===== src/rtl/kama_ram.sv =====
// Generic single-write, single-read memory with a registered read.
module kama_ram #(
   parameter int WIDTH = 32,
   parameter int DEPTH = 64
) (
   input  logic                     clock,
   input  logic                     wr_en,
   input  logic [$clog2(DEPTH)-1:0] wr_addr,
   input  logic [WIDTH-1:0]         wr_data,
   input  logic [$clog2(DEPTH)-1:0] rd_addr,
   output logic [WIDTH-1:0]         rd_data
);

   logic [WIDTH-1:0] mem [DEPTH];
   logic [WIDTH-1:0] rd_data_ff;

   always_ff @(posedge clock) begin
      if (wr_en) begin
         mem[wr_addr] <= wr_data;
      end
      rd_data_ff <= mem[rd_addr];
   end

   assign rd_data = rd_data_ff;

endmodule


===== config.mk =====
export PLATFORM = sky130hd
export DESIGN_NAME = kama_ram
export DESIGN_NICKNAME = d
export VERILOG_FILES = /design/src/rtl/kama_ram.sv
export SDC_FILE = /design/constraint.sdc
export NUM_CORES = 2
export LEC_CHECK = 0
export BUFFER_PORTS_ARGS = -buffer_cell sky130_fd_sc_hd__clkbuf_2
export CAP_MARGIN = 30
export CORE_MARGIN = 2
export CORE_UTILIZATION = 50
export DETAILED_ROUTE_END_ITERATION = 10
export PLACE_DENSITY = 0.61
export RECOVER_POWER = 100
export SLEW_MARGIN = 25
export SYNTH_ARGS = -nofsm -noshare
export SYNTH_HDL_FRONTEND = slang
export SYNTH_SLANG_ARGS = --single-unit
export TNS_END_PERCENT = 20

===== constraint.sdc =====
create_clock -name clock -period 8.53 [get_ports clock]
set_clock_uncertainty 0.1 [all_clocks]
set_input_delay 0 -clock clock [delete_from_list [all_inputs] [get_ports clock]]
set_output_delay 0 -clock clock [all_outputs]
set_load 0.02 [all_outputs]

==> out/qor.csv <==
stage,metric,value,unit
synthesis,post-synthesis simple-gate area fraction,0.0127,
synthesis,Synth Flop Type,edfxtp_1,
pwr,Max IR drop VDD,0.241,mV
clock_tree,clk slew on worst S/H paths,0.06,ns
layout,Layout area overhead,13.2,%
floorplan,site row count,145,
pwr,combinational share of power,0.049,
synthesis,largest family of logic cells by synthesized area,multiplexers,
sta,RSZ-0062 raised after global routing,no,
clock_tree,total CTS buffers,203,
global_route,largest net degree at the start of global routing,124,
synthesis,XOR/XNOR Fraction of Synth Area,0,
global_route,first-pass GRT wire length,290000,um
min_path,Hold Path Depth,5,
layout,number of fillers in the final layout,11213,
global_route,antenna violations before repair,13,
global_route,overall routing resource usage,0.261,
place,dpl hpwl,108000,um
routing,Pre-antenna DRT Iters,5,
critical_path,WS Path Type,in2reg,
critical_path,Critical Path AT,5.98,ns
place,routability cong.,0.777,
critical_path,"reg-to-reg slack, setup",5.93,ns
layout,share of cells above drive strength 1,0.252,
place,I/O Buffers,77,
critical_path,FF-to-FF path depth,4,
floorplan,# IOs,78,
sta,worst slew pin tran,3.93,ns
clock_tree,worst skew pair latency,0.83,ns
synthesis,post-synth top area share,0.783,
synthesis,Post-synth EDFFs,2048,
routing,Via density,6.42,
outcome,status,finished with violations,
sta,Tcrit/Tclk final,0.634,
outcome,failing checks,"capacitance limit, slew limit",
synthesis,compound-cell area share of the yosys netlist,0.0167,
routing,DRT Wirelength,208000,um
synthesis,"top cells by count, synth","2,048 x edfxtp_1, 544 x mux4_2, 137 x nor2_1",
critical_path,Worst Path Required,9.10,ns
routing,1st-iter DRT viols,5584,
floorplan,chip width,400,um
synthesis,Netlist Area Pre-Place,78500,um2
job,maxcap violations,103,
pwr,clock power share,0.425,
clock_tree,H-tree levels,4,
sta,Final Hold Viols,0,
layout,register area,62100,um2
routing,via count,37433,
synthesis,Synth area leader,edfxtp_1,
clock_tree,post-CTS setup buffers,0,
pwr,PD cells,243,nW/um2
layout,multi-input gate area in the final layout,15900,um2
routing,DRC,0,
synthesis,Yosys warning count,0,
routing,DR WL/cell,35.7,um
min_path,Hold Crit Class,in2reg,
synthesis,Post-Syn Nets,3370,
layout,Final #Nets,3639,
synthesis,most frequent cell after synthesis,edfxtp_1,
pwr,Power Internal,0.0172,W
synthesis,mux share of post-synthesis cell area,0.168,
pwr,Tot Pwr,0.0216,W
sta,final number of setup-violating endpoints,0,
floorplan,Starting Density,0.503,
clock_tree,Clock Sinks,2080,
clock_tree,CTS Buffer Depth,3,
critical_path,CP startpoint kind,input pin,
critical_path,worst-path fanout max,71,
sta,Slew HR,-1.62,
synthesis,synthesis-stage register bit count,2080,
synthesis,Unique masters post-synth,34,
synthesis,sequential share of the synthesized area,0.791,
sta,Post-Route Setup TNS,0,ns
clock_tree,CTS tree,yes,
pwr,sequential share of power,0.527,
sta,Peak Freq,185,MHz
floorplan,Die Y,400,um
synthesis,ys async rst share,0,
floorplan,core outline area,156000,um2
pwr,sw frac,0.207,
synthesis,fraction of the mapped netlist area in adder cells,0,
sta,crit path time final,5.41,ns
routing,Post-DRT Antenna Nets,0,
global_route,vias in the first global route,37517,
critical_path,CP Capture Type,flip-flop,
sta,Max Slew Vio Count,4138,
synthesis,syn_area_per_cell,23.6,um2
synthesis,Mapped Cells,3324,
synthesis,Synth area leaders,"edfxtp_1 78%, mux4_2 16%, mux2i_1 1.2%",
pwr,Sw Pwr,0.00449,W
global_route,grt total ovfl,0,
pwr,Static Leak,27.3,nW
clock_tree,clock root cell,clkbuf_16,
floorplan,Die ar.,160000,um2
-- worst max-delay path, stage by stage --
cell           delay, ns
dlygate4sd3_1       0.56
buf_8               0.55
clkbuf_1            2.81
mux4_2              0.51
o22ai_1             0.38
nor2_1              0.16
a21oi_1             0.78
nor2_1              0.07
-- cell families after synthesis --
| group | after synthesis |
|---|---|
| AOI/OAI and AO/OA | 202 |
| DFF | 2080 |
| muxes | 637 |
| and+or+nand+nor | 223 |
| buffers and inverters | 182 |
-- routing by layer --
metal	vias up	routed length [um]	part of all wire	track usage
met1	20281	83500	0.40	0.384
met3	285	21100	0.10	0.0495
met4	8	5820	0.028	0.0775
met2	2037	97800	0.47	0.403
met5	-	49	0.00024	0
li1	14822	-	-	-
-- timing repair --
item                      in CTS  in global routing
gates resized for setup        0                  0
hold endpoints to repair    2125                  0
hold buffers                  44                  0
-- path summary, 6_finish.rpt --
| kind | startpoint | end |
|---|---|---|
| worst max-delay path | rd_addr[2] | rd_data[29]$_DFF_P_ |
| worst min-delay path | rd_addr[1] | rd_data[24]$_DFF_P_ |
| worst max register to register | mem[15][24]$_DFFE_PP_ | rd_data[24]$_DFF_P_ |
| worst min register to register | mem[12][4]$_DFFE_PP_ | rd_data[4]$_DFF_P_ |
-- final cells by class --
cell class / instances / area share
Multi-Input combinational cell: 1062 / 0.178
Tap cell: 2058 / 0.0290
Clock buffer: 260 / 0.0625
Antenna cell: 6 / 0.000169
Sequential cell: 2080 / 0.699
Clock inverter: 120 / 0.0150
Timing Repair Buffer: 246 / 0.0162
-- power groups by stage --
stage | clock (W) | combinational (W) | sequential (W)
after floorplan | 0 | 0.000550 | 0.0116
after global placement | 0 | 0.00103 | 0.0116
after detailed placement | 0 | 0.00106 | 0.0116
after CTS | 0.00930 | 0.00108 | 0.0114
after global routing | 0.00970 | 0.00112 | 0.0114
final | 0.00919 | 0.00106 | 0.0114
-- cell usage in the layout (no fill, tap or decap), drive strengths merged, types with 4 or more instances in the layout --
cell and count:
dfxtp 32, or3b 5, a41o 4, o221ai 27
bufinv 28, mux4 544, a21oi 62, nand2b 8
nand3 5, clkinvlp 16, a311oi 8, buf 28
nor2 137, a22oi 12, nand3b 5, mux2i 93
inv 4, edfxtp 2048, clkinv 72, nand2 26
dlygate4sd3 44, nor2b 15, clkbuf 434, nor3 7
o32ai 4, diode 6, and3 4, o22ai 84
-- registers in the layout, indices dropped and copies added (netlist names) --
signal	cells
mem	2048
rd_data	32
-- metrics by stage --
stage | cell area [um2] | cells | utilization | setup slack [ns] | hold WS, ns
2_1_floorplan | 78500 | 3324 | - | 5.27 | -0.00113
3_3_place_gp | 82100 | 5395 | 0.526 | 4.59 | 0.323
3_5_place_dp | 82200 | 5400 | 0.527 | 4.60 | 0.325
4_1_cts | 89500 | 5824 | 0.574 | 5.23 | 0.0116
5_1_grt | 88900 | 5827 | 0.570 | 2.99 | 0.0923
6_report | 88900 | 5832 | 0.570 | 3.12 | 0.0796
No activity file was read; power rests on OpenSTA's default activity.
