### src/rtl/kama_pkg.sv
// Shared types, constants and helpers of the adaptive moving average block.
package kama_pkg;

   localparam int SAMPLE_W = 32;
   localparam int WINDOW_W = 7;
   localparam int GUARD_W  = 16;
   localparam int AVG_W    = SAMPLE_W + GUARD_W;
   localparam int DIFF_W   = AVG_W + 1;
   localparam int COEF_W   = 16;
   localparam int PROD_W   = DIFF_W + COEF_W;
   localparam int ER_W     = 17;
   localparam int DIGIT_W  = 4;
   localparam int N_DIGITS = COEF_W / DIGIT_W;

   localparam logic [WINDOW_W-1:0] WINDOW_RESET = WINDOW_W'(10);
   localparam logic [COEF_W-1:0]   FAST_Q16     = COEF_W'(43693);
   localparam logic [COEF_W-1:0]   SLOW_Q16     = COEF_W'(4227);
   localparam logic [COEF_W-1:0]   FAST_SLOW_Q16 = FAST_Q16 - SLOW_Q16;
   localparam logic [ER_W-1:0]     ER_ONE       = ER_W'(65536);
   localparam int                  HALF_Q16     = 32768;

   typedef logic signed [SAMPLE_W-1:0] sample_type;
   typedef logic signed [AVG_W-1:0]    avg_type;
   typedef logic signed [DIFF_W-1:0]   diff_type;
   typedef logic signed [PROD_W-1:0]   prod_type;
   typedef logic [COEF_W-1:0]          coef_type;
   typedef logic [ER_W-1:0]            ratio_type;

   // Magnitude of the difference of two samples; it always fits the sample width.
   function automatic logic [SAMPLE_W-1:0] abs_diff(input sample_type a, input sample_type b);
      logic signed [SAMPLE_W:0] d;
      logic signed [SAMPLE_W:0] n;
      d = (SAMPLE_W + 1)'(a) - (SAMPLE_W + 1)'(b);
      n = -d;
      return d[SAMPLE_W] ? n[SAMPLE_W-1:0] : d[SAMPLE_W-1:0];
   endfunction

endpackage

### src/rtl/kama_multiplier.sv
// Digit-serial signed product of the step toward the sample and the smoothing factor.
module kama_multiplier (
   input  logic                        clock,
   input  logic                        reset,
   input  logic                        start,
   input  kama_pkg::diff_type          multiplicand,
   input  kama_pkg::coef_type          coef,
   output logic                        done,
   output kama_pkg::prod_type          product
);
   import kama_pkg::*;

   localparam int CNT_W = (N_DIGITS > 1) ? $clog2(N_DIGITS) : 1;
   localparam int PART_W = DIFF_W + DIGIT_W + 1;
   localparam prod_type ROUND = PROD_W'(HALF_Q16);

   logic                          busy_ff, busy_in;
   logic                          done_ff, done_in;
   logic [CNT_W-1:0]              count_ff, count_in;
   coef_type                      digits_ff, digits_in;
   prod_type                      acc_ff, acc_in;
   logic [DIGIT_W-1:0]            digit;
   logic signed [PART_W-1:0]      partial;
   logic                          last_step;

   // Horner form, most significant digit first; the rounding half joins the last digit.
   always_comb begin
      digit     = digits_ff[COEF_W-1 -: DIGIT_W];
      partial   = PART_W'(multiplicand) * PART_W'($signed({1'b0, digit}));
      last_step = (count_ff == '0);
   end

   always_comb begin
      busy_in   = busy_ff;
      done_in   = 1'b0;
      count_in  = count_ff;
      digits_in = digits_ff;
      acc_in    = acc_ff;
      if (start) begin
         busy_in   = 1'b1;
         count_in  = CNT_W'(N_DIGITS - 1);
         digits_in = coef;
         acc_in    = '0;
      end else if (busy_ff) begin
         acc_in    = (acc_ff <<< DIGIT_W) + PROD_W'(partial) + (last_step ? ROUND : '0);
         digits_in = digits_ff << DIGIT_W;
         if (last_step) begin
            busy_in = 1'b0;
            done_in = 1'b1;
         end else begin
            count_in = count_ff - CNT_W'(1);
         end
      end
   end

   always_ff @(posedge clock) begin
      if (reset) begin
         busy_ff <= 1'b0;
         done_ff <= 1'b0;
      end else begin
         busy_ff <= busy_in;
         done_ff <= done_in;
      end
      count_ff  <= count_in;
      digits_ff <= digits_in;
      acc_ff    <= acc_in;
   end

   assign done    = done_ff;
   assign product = acc_ff;

endmodule

### config.mk
export PLATFORM = sky130hd
export DESIGN_NAME = kama_multiplier
export DESIGN_NICKNAME = d
export VERILOG_FILES = /design/src/rtl/kama_pkg.sv /design/src/rtl/kama_multiplier.sv
export SDC_FILE = /design/constraint.sdc
export NUM_CORES = 1
export LEC_CHECK = 0
export ABC_AREA = 1
export BUFFER_PORTS_ARGS = -buffer_cell sky130_fd_sc_hd__clkbuf_2
export CORE_UTILIZATION = 45
export CTS_CLUSTER_DIAMETER = 100
export CTS_CLUSTER_SIZE = 20
export DETAILED_ROUTE_END_ITERATION = 10
export GPL_ROUTABILITY_DRIVEN = 0
export PLACE_DENSITY = 0.61
export RECOVER_POWER = 25
export SYNTH_ARGS = -nofsm -noshare
export SYNTH_HDL_FRONTEND = slang
export SYNTH_SLANG_ARGS = --single-unit
### constraint.sdc
create_clock -name clock -period 6.55 [get_ports clock]
set_input_delay 1.31 -clock clock [delete_from_list [all_inputs] [get_ports clock]]
set_output_delay 1.31 -clock clock [all_outputs]
set_load 0.005 [all_outputs]
==> results.md <==
* Sink Count at 85
* Most used cell along the critical path: nand2_1
* Netlist Area Pre-Place at 16000 µm²
* Hold Vio Cnt, Final at 0
* R2R depth at 34
* Crit path DAT at 6.69 ns
* Status: finished clean
* Largest net degree at the start of global routing at 66
* Area of the multi-input gates at 13900 µm²
* Latest clock arrival within the worst-skew pair at 0.37 ns
* Cell with the most instances after synthesis: nand2_1
* Design Power at 11.3 mW
* Crit-path max FO at 4
* Vias in the first global route at 17100
* Post-synthesis async set-or-reset flop share at 0%
* Number of synthesized register bits at 85
* Post-CTS Hold Fix Bufs at 0
* R2R Setup Slk at 0.48 ns
* Hold Path Class: reg -> reg
* Sequential fraction of the synthesis area at 11.7%
* Minimum clock period at 6.43 ns
* Post-synth top cells: nand2_1, inv_1, ha_1
* Core area at 34700 µm²
* Switching part of the total power at 51.3%
* WHS Path Cells at 2
* Leakage Power at 12.4 nW
* Max rail drop VDD at 0.372 mV
* Post-Synthesis Cells at 2471
* DR DRC count at 0
* Yosys top cell by area: ha_1
* CTS max path bufs at 2
* Synth Flop Type: dfxtp_1
* Hold EP: product[63]
* Die W at 190 µm
* Global-route wire length before repair at 83.1 mm
* Die height at 190 µm
* Fillcell total at 3128
* Post-place instance area at 20100 µm²
* CP startpoint kind: input port
* Max_cap viols at 0
* DR vias at 17600
* Worst-margin pin slew at 0.775 ns
* Setup crit end kind: flop
* Core Rows at 68
* Clock network fraction of total power at 4.4%
* Global route overflow at 0
* P_int at 5.52 mW
* Post-route ant nets at 0
* Worst clock skew at 0.0170 ns
* Layout area overhead at 41.8%
* Ratio of cells with drive above 1 in the final layout at 32.6%
* PwrDens at 501 nW/µm²
* Syn Area/Cell at 6.46 µm²
* Design Area, Final at 22600 µm²
* WP data required at 6.81 ns
* CTS tree: done
* Warnings from Yosys at 0
* Synth cell types at 54
* Combinational share of power at 87.6%
* Reg clk slew, reported paths at 0.08 ns
* Final setup violation count at 0
* Initial core utilization at 46.0%
* FF-to-FF Start: digits_ff[14]
* Hold slack at 0.460 ns
* Final wirelength at 53.4 mm
* Ports at 134
* GR Util All Layers at 28.4%
* PortBufs at 133
* Placed wire-length estimate at 43.2 mm
* R2r endpoint: product[52]
* DRT Pass-1 Iters at 5
* Synth top area share at 17.6%
* CTS Buf Count at 9
* H-tree Lvls at 3
* Syn_nets at 2865
* Sequential share of power at 8.0%
* Period utilisation layout at 98.2%
* Slowest stage delay, CP at 0.55 ns
* Sw Pwr at 5.81 mW
* FF/Latch Area at 1860 µm²
* Post-synth EDFFs at 16
* Hold Crit Start: product[63]
* Max Clk Rate at 155 MHz
* Initial antenna violation count at 0
* Clk Tree Root Cell: clkbuf_16
* Routed wire per std cell at 15.4 µm
* Slew HR at 48.3%
* RSZ-0062 raised after global routing: true
* Via density at 5.08
* # nets final at 3393
* Critical Path Slowest Stage Cell: fa_1
* Die area at 36200 µm²
* Starting DRT DRC Count at 1065
* Setup Crit Path Kind: in -> reg
* Area contributors post-synth: ha_1, nand2_1, inv_1
* N_diodes at 0
* Max Transition Viols Final at 0
worst max path at each step:
| stage | start | end | slack (ns) | cells after the start |
|---|---|---|---|---|
| floorplan | multiplicand[12] | product[64] | 0.54 | 32 |
| global placement | multiplicand[14] | product[50] | -0.63 | 29 |
| detailed placement | multiplicand[18] | product[50] | -0.61 | 29 |
| CTS | multiplicand[14] | product[50] | 0.00003 | 33 |
| global route | multiplicand[3] | product[47] | -0.10 | 31 |
| finish | multiplicand[19] | product[52] | 0.12 | 34 |
stage by stage:
| stage | setup TNS [ns] | cells | setup slack (ns) | util (%) |
|---|---|---|---|---|
| 3_5_place_dp | -12.28 | 3420 | -0.611 | 57.9 |
| 2_1_floorplan | 0 | 2471 | 0.537 | - |
| 5_1_grt | -1.00 | 3459 | -0.103 | 65.2 |
| 6_report | 0 | 3459 | 0.118 | 65.2 |
| 3_3_place_gp | -10.95 | 3420 | -0.628 | 57.9 |
| 4_1_cts | 0 | 3442 | 0.0000253 | 59.1 |
final cells by class:
cell class                      instances  share of cell area, %
Timing Repair Buffer                  553                   17.3
Inverter                              571                   9.47
Multi-Input combinational cell       1779                   61.3
Sequential cell                        85                   8.23
Clock buffer                           10                   1.01
Clock inverter                          6                  0.205
Tap cell                              455                   2.52
state kept, by name, indices dropped and copies added (netlist names):
register and count:
busy_ff 1, count_ff 2, digits_ff 16, done 1, product 65
power groups by stage:
stage	Combinational, mW	Clock (mW)	Sequential (mW)
2_1_floorplan	4.29	0	0.869
3_3_place_gp	7.81	0	0.895
6_report	9.93	0.500	0.908
4_1_cts	8.04	0.508	0.891
3_5_place_dp	7.91	0	0.900
5_1_grt	10.8	0.527	0.929
routing by layer:
metal / global-route usage, % / wire length (µm) / vias up
li1: - / - / 8741
met2: 47.0 / 24600 / 510
met5: 0 / 0 / -
met1: 38.2 / 24000 / 8188
met4: 10.9 / 2150 / 0
met3: 2.65 / 2600 / 122
cell usage in the layout, fill, tap and decap left out, drive strengths merged, types with 28 or more instances in the layout:
cell type and instances:
fa 101, nand3 84, dfxtp 69, nand2 656, o21bai 28, a21oi 160, xnor2 39, buf 420
clkbuf 143, inv 572, xor2 31, nor2 205, ha 225, o21ai 141
repair_timing:
action | 4_1_cts | 5_1_grt
setup buffers | 6 | 17
setup endpoints to repair | 12 | 42
gates resized for setup | 17 | 420
hold endpoints to repair | 0 | 0
pin swaps | 4 | 104
cells by family after synthesis:
family                   Yosys count  share of synthesized area (%)
AO/OA/AOI/OAI                    385                           14.1
XOR/XNOR                          70                           3.84
adder cells (fa/ha/maj)          326                           30.3
AND/OR/NAND/NOR                  998                           25.7
buffers and inverters            607                           14.3
flip-flops                        85                           11.7
critical path, delay by kind of cell:
family / cells / cell delay (ns)
adders and majority gates: 6 / 2.18
and+or+nand+nor: 16 / 1.99
AOI/OAI and AO/OA: 4 / 0.61
buffers and inverters: 8 / 0.58
Power figures use the tool's default switching activity.
