File: src/rtl/kama_pkg.sv
// Shared types, constants and helpers of the adaptive moving average block.
package kama_pkg;

   localparam int SAMPLE_W = 32;
   localparam int WINDOW_W = 7;
   localparam int GUARD_W  = 16;
   localparam int AVG_W    = SAMPLE_W + GUARD_W;
   localparam int DIFF_W   = AVG_W + 1;
   localparam int COEF_W   = 16;
   localparam int PROD_W   = DIFF_W + COEF_W;
   localparam int ER_W     = 17;
   localparam int DIGIT_W  = 4;
   localparam int N_DIGITS = COEF_W / DIGIT_W;

   localparam logic [WINDOW_W-1:0] WINDOW_RESET = WINDOW_W'(10);
   localparam logic [COEF_W-1:0]   FAST_Q16     = COEF_W'(43693);
   localparam logic [COEF_W-1:0]   SLOW_Q16     = COEF_W'(4227);
   localparam logic [COEF_W-1:0]   FAST_SLOW_Q16 = FAST_Q16 - SLOW_Q16;
   localparam logic [ER_W-1:0]     ER_ONE       = ER_W'(65536);
   localparam int                  HALF_Q16     = 32768;

   typedef logic signed [SAMPLE_W-1:0] sample_type;
   typedef logic signed [AVG_W-1:0]    avg_type;
   typedef logic signed [DIFF_W-1:0]   diff_type;
   typedef logic signed [PROD_W-1:0]   prod_type;
   typedef logic [COEF_W-1:0]          coef_type;
   typedef logic [ER_W-1:0]            ratio_type;

   // Magnitude of the difference of two samples; it always fits the sample width.
   function automatic logic [SAMPLE_W-1:0] abs_diff(input sample_type a, input sample_type b);
      logic signed [SAMPLE_W:0] d;
      logic signed [SAMPLE_W:0] n;
      d = (SAMPLE_W + 1)'(a) - (SAMPLE_W + 1)'(b);
      n = -d;
      return d[SAMPLE_W] ? n[SAMPLE_W-1:0] : d[SAMPLE_W-1:0];
   endfunction

endpackage

File: src/rtl/kama_divider.sv
// Restoring divider that forms the efficiency ratio one quotient bit per cycle.
module kama_divider #(
   parameter int VOL_W = 38
) (
   input  logic                                 clock,
   input  logic                                 reset,
   input  logic                                 start,
   input  logic [kama_pkg::SAMPLE_W-1:0]        dividend,
   input  logic [VOL_W-1:0]                     divisor,
   output logic                                 done,
   output logic [kama_pkg::ER_W-1:0]            quotient
);
   import kama_pkg::*;

   localparam int REM_W  = VOL_W + 1;
   localparam int STEP_W = $clog2(ER_W);

   logic              busy_ff, busy_in;
   logic              done_ff, done_in;
   logic [STEP_W-1:0] count_ff, count_in;
   logic [REM_W-1:0]  rem_ff, rem_in;
   ratio_type         quot_ff, quot_in;
   logic [REM_W-1:0]  shifted;
   logic [REM_W-1:0]  trial;
   logic              fits;

   // The first step takes the integer bit of the ratio, so it does not shift.
   always_comb begin
      shifted = (count_ff == STEP_W'(ER_W - 1)) ? rem_ff : (rem_ff << 1);
      trial   = shifted - REM_W'(divisor);
      fits    = shifted >= REM_W'(divisor);
   end

   always_comb begin
      busy_in  = busy_ff;
      done_in  = 1'b0;
      count_in = count_ff;
      rem_in   = rem_ff;
      quot_in  = quot_ff;
      if (start) begin
         busy_in  = 1'b1;
         count_in = STEP_W'(ER_W - 1);
         rem_in   = REM_W'(dividend);
      end else if (busy_ff) begin
         rem_in  = fits ? trial : shifted;
         quot_in = {quot_ff[ER_W-2:0], fits};
         if (count_ff == '0) begin
            busy_in = 1'b0;
            done_in = 1'b1;
         end else begin
            count_in = count_ff - STEP_W'(1);
         end
      end
   end

   always_ff @(posedge clock) begin
      if (reset) begin
         busy_ff <= 1'b0;
         done_ff <= 1'b0;
      end else begin
         busy_ff <= busy_in;
         done_ff <= done_in;
      end
      count_ff <= count_in;
      rem_ff   <= rem_in;
      quot_ff  <= quot_in;
   end

   // A flat series has no volatility; its ratio is defined as zero.
   always_comb begin
      if (divisor == '0) begin
         quotient = '0;
      end else if (quot_ff > ER_ONE) begin
         quotient = ER_ONE;
      end else begin
         quotient = quot_ff;
      end
   end

   assign done = done_ff;

endmodule

File: config.mk
export PLATFORM = sky130hd
export DESIGN_NAME = kama_divider
export DESIGN_NICKNAME = d
export VERILOG_FILES = /design/src/rtl/kama_pkg.sv /design/src/rtl/kama_divider.sv
export SDC_FILE = /design/constraint.sdc
export NUM_CORES = 1
export LEC_CHECK = 0
export BUFFER_PORTS_ARGS = -buffer_cell sky130_fd_sc_hd__buf_2
export CAP_MARGIN = 5
export CORE_ASPECT_RATIO = 0.7
export CORE_MARGIN = 2
export CORE_UTILIZATION = 45
export CTS_BUF_LIST = sky130_fd_sc_hd__clkbuf_4
export CTS_CLUSTER_DIAMETER = 50
export DETAILED_ROUTE_END_ITERATION = 6
export PLACE_DENSITY = 0.66
export SYNTH_ARGS = -nofsm -noshare
export SYNTH_HDL_FRONTEND = slang
export SYNTH_SLANG_ARGS = --single-unit
export TNS_END_PERCENT = 20
File: constraint.sdc
create_clock -name clock -period 4.7 [get_ports clock]
set_input_delay 0.47 -clock clock [delete_from_list [all_inputs] [get_ports clock]]
set_output_delay 0.47 -clock clock [all_outputs]
set_load 0.05 [all_outputs]
==> results.yml <==
critical_path:
  required_ns: 4.89
  crit_path_max_fanout: 20
  crit_path_end: "rem_ff[31]$_DFFE_PP_"
  r2r_cells: 14
  crit_type: "flop to flop"
  reg2reg_to: "rem_ff[31]$_DFFE_PP_"
  crit_chain: "inv_1 -> ha_1 -> and4bb_2 -> mux2_2 -> ha_1 -> nand2_1 -> o21ai_0 -> or3_1 -> o211ai_2 -> a2111oi_4 -> nor2_8 -> buf_4 -> and3_1 -> a221o_1"
  r2r_start: "count_ff[0]$_SDFFE_PP0P_"
  r2r_slack_ns: 0.22
  critical_path_arrival_ns: 4.67
  crit_slowest_cell: "and4bb_2"
  crit_top_cell: "ha_1"
  startpoint_type: "flop"
  slowest_delay_ns: 0.60
  cp-startpoint: "count_ff[0]$_SDFFE_PP0P_"
  cp-end-kind: "flop"
logic_synthesis:
  yosysUniqueCellTypes: 70
  synth.top_cells.by_area: "edfxtp_1 (25%), ha_1 (8.4%), mux2_2 (7.2%)"
  yosysSeqAreaShare_pct: 29.46
  synth_cells: 706
  synth_area_um2: 5946
  synth_largest_area_cell: "edfxtp_1"
  ys_ff_latch: 63
  synth_edf_count: 49
  ys.warnings.count: 0
  async_reset_ff_share_pct: 0
  avgSynthCellArea_um2: 8.422
  synth_ff_type: "edfxtp_1"
  yosys.area.top_type_share_pct: 24.75
  synth_fp_nets: 820
route:
  wirelength_um: 18640
  num_vias: 5783
  route.detailed.drc: 0
  drtIter0Drc: 484
  met1_length_um: 8944
  top_layer_used: "met4"
  wl_met2_um: 7430
  avgRoutedWirePerCell_um: 19.60
  vias_per_cell: 6.081
  ant_nets: 0
  wl_met3_um: 1904
  first_pass_iters: 6
timing:
  fmaxAchievable_mhz: 223.4
  max_slew_margin_pct: 38.92
  tightest_slew_ns: 0.9078
  rsz0062_at_grt: "false"
  final.period_utilization_pct: 95.22
  slew_viol_final: 0
  finalSetupTns_ns: 0
  min_period_ns: 4.475
  fin_worst_skew_ns: 0.01814
  setup_viol: 0
  hold_viol_final: 0
global_routing:
  grt_overflow: 0
  grt_max_degree: 52
  grt_pass1_wl_um: 29150
  grt_pass1_vias: 5557
  antenna_found_initial: 0
  grt_usage_pct: 26.26
clocking:
  h-tree-depth: 3
  ctsRootBufferMaster: "clkbuf_4"
  clkTransAtPathRegs_ns: 0.11
  cts_inserted_buffers: 9
  clock_sinks: 63
  cts_max_path_buffers: 2
  tritoncts: "built"
  hold_buffers: 0
  cts_resized: 0
  clk_latency_ns: 0.44
  post_cts_buffers: 0
pwr:
  peakVddDrop_mv: 0.1891
  p_leak_nw: 2.907
  p_per_area_nw_per_um2: 556.0
  p_int_mw: 1.888
  power_frac_comb_pct: 67.3
  total_power_mw: 3.698
  p_switching_mw: 1.809
  p_clk_share_pct: 11.2
  power_frac_seq_pct: 21.5
  switching_share_pct: 48.93
placed_design:
  dp_hpwl_um: 14210
  portBuffers: 90
  gp_congestion: 1.036
die:
  floorplan.initialDensity_pct: 45.56
  die_w_um: 141.4
  die_y_um: 100.2
  core_area_um2: 13050
  ios: 91
  fp.dieArea_um2: 14160
  row_count: 35
worst_hold_path:
  hold_class: "input pin to flop"
cells_and_area:
  fillers: 1289
  antennaDiodeCount: 0
  final_common_cell: "buf_2"
  layout_common_cells: "buf_2 (90), nand2_1 (85), a21oi_1 (52), inv_1 (51)"
  drive_gt1_share_pct: 21.66
  fin_nets: 894
  area_growth_syn_to_layout_pct: 11.85
flow_run:
  drv_cap: 0
run_status:
  outcome: "finished clean"
## per-layer routing
layer  GRT usage (%)  vias to the layer above
li1                -                     2738
met1           38.91                     2721
met2           37.30                      288
met3           7.681                       36
met4           6.615                        0
met5               0                        -
## state kept, by name (all words and copies together), names as in the netlist
register	cells
rem_ff	39
done	1
quot_ff	17
busy_ff	1
count_ff	5
## critical path, delay by kind of cell (launching register included)
family,cells,cell delay [ns]
multiplexers,1,0.42
buffers and inverters,2,0.35
AND/OR/NAND/NOR,5,1.14
AO/OA/AOI/OAI,4,1.30
flip-flops,1,0.33
adder cells (fa/ha/maj),2,0.68
## stage by stage
stage / instance area [um2] / worst slack [ns] / hold slack (ns) / std cells / utilization, %
4_1_cts: 6636 / 0.1561 / 0.1858 / 950 / 50.85
3_3_place_gp: 6489 / 0.2461 / 0.4534 / 934 / 49.72
5_1_grt: 6650 / 0.009821 / 0.1920 / 951 / 50.96
2_1_floorplan: 5946 / 0.4542 / 0.4378 / 706 / -
6_report: 6650 / 0.2247 / 0.1965 / 951 / 50.96
3_5_place_dp: 6489 / 0.1867 / 0.4620 / 934 / 49.72
## logic make-up after synthesis
logic type	synth area share [%]
DFF	29.46
muxes	8.291
xor gates and xnor gates	5.008
and+or+nand+nor	19.93
buffers and inverters	6.608
adders and majority gates	8.754
AOI/OAI and AO/OA	21.95
## worst min-delay path by stage
stage / start / end / slack, ns / cells past startpoint
after global routing: reset / done$_SDFF_PP0_ / 0.19 / 2
after CTS: reset / busy_ff$_SDFF_PP0_ / 0.19 / 2
after global placement: quot_ff[2]$_DFFE_PP_ / quot_ff[3]$_DFFE_PP_ / 0.45 / 0
after floorplan: rem_ff[33]$_SDFFE_PP0P_ / rem_ff[33]$_SDFFE_PP0P_ / 0.44 / 2
final: reset / busy_ff$_SDFF_PP0_ / 0.20 / 2
after detailed placement: quot_ff[9]$_DFFE_PP_ / quot_ff[10]$_DFFE_PP_ / 0.46 / 0
## cell type report
class                      instances  area, um2  share of cell area [%]
inverter                          52      195.2                   2.935
timing repair buffer             101      533.0                   8.015
clock inverter                     7      80.08                   1.204
multi-input combinational        553       3815                   57.37
tap                              166      207.7                   3.123
sequential                        63       1752                   26.34
clock buffer                       9      67.56                   1.016
## power by group through the flow
stage | sequential, mW | combinational, mW | clock [mW]
detailed placement | 0.797 | 2.38 | 0
global placement | 0.796 | 2.36 | 0
floorplan | 0.766 | 1.86 | 0
finish | 0.794 | 2.49 | 0.414
CTS | 0.786 | 2.40 | 0.422
global route | 0.803 | 2.70 | 0.444
## synth_stat cells, drive strengths merged, types with 2 or more instances
cell type,number
buf,18
nor2,50
o22ai,2
ha,40
o21a,5
nand3,11
xnor2,20
nor2b,5
xor2,14
o21ai,34
a221o,4
mux2,39
o2111a,2
nor4,19
o221ai,4
nand3b,2
or3,5
a211oi,4
o2111ai,2
nor3,12
a31oi,23
mux2i,5
a21oi,52
edfxtp,49
a311o,2
a31o,3
a2bb2oi,3
a21o,20
a21boi,3
nand2,85
a2111oi,2
nand2b,6
a221oi,3
o21bai,6
o211ai,6
o31ai,4
a32oi,2
clkbuf,21
dfxtp,14
and2,19
inv,52
and3,8
nand4,14
Power figures use the tool's default switching activity.
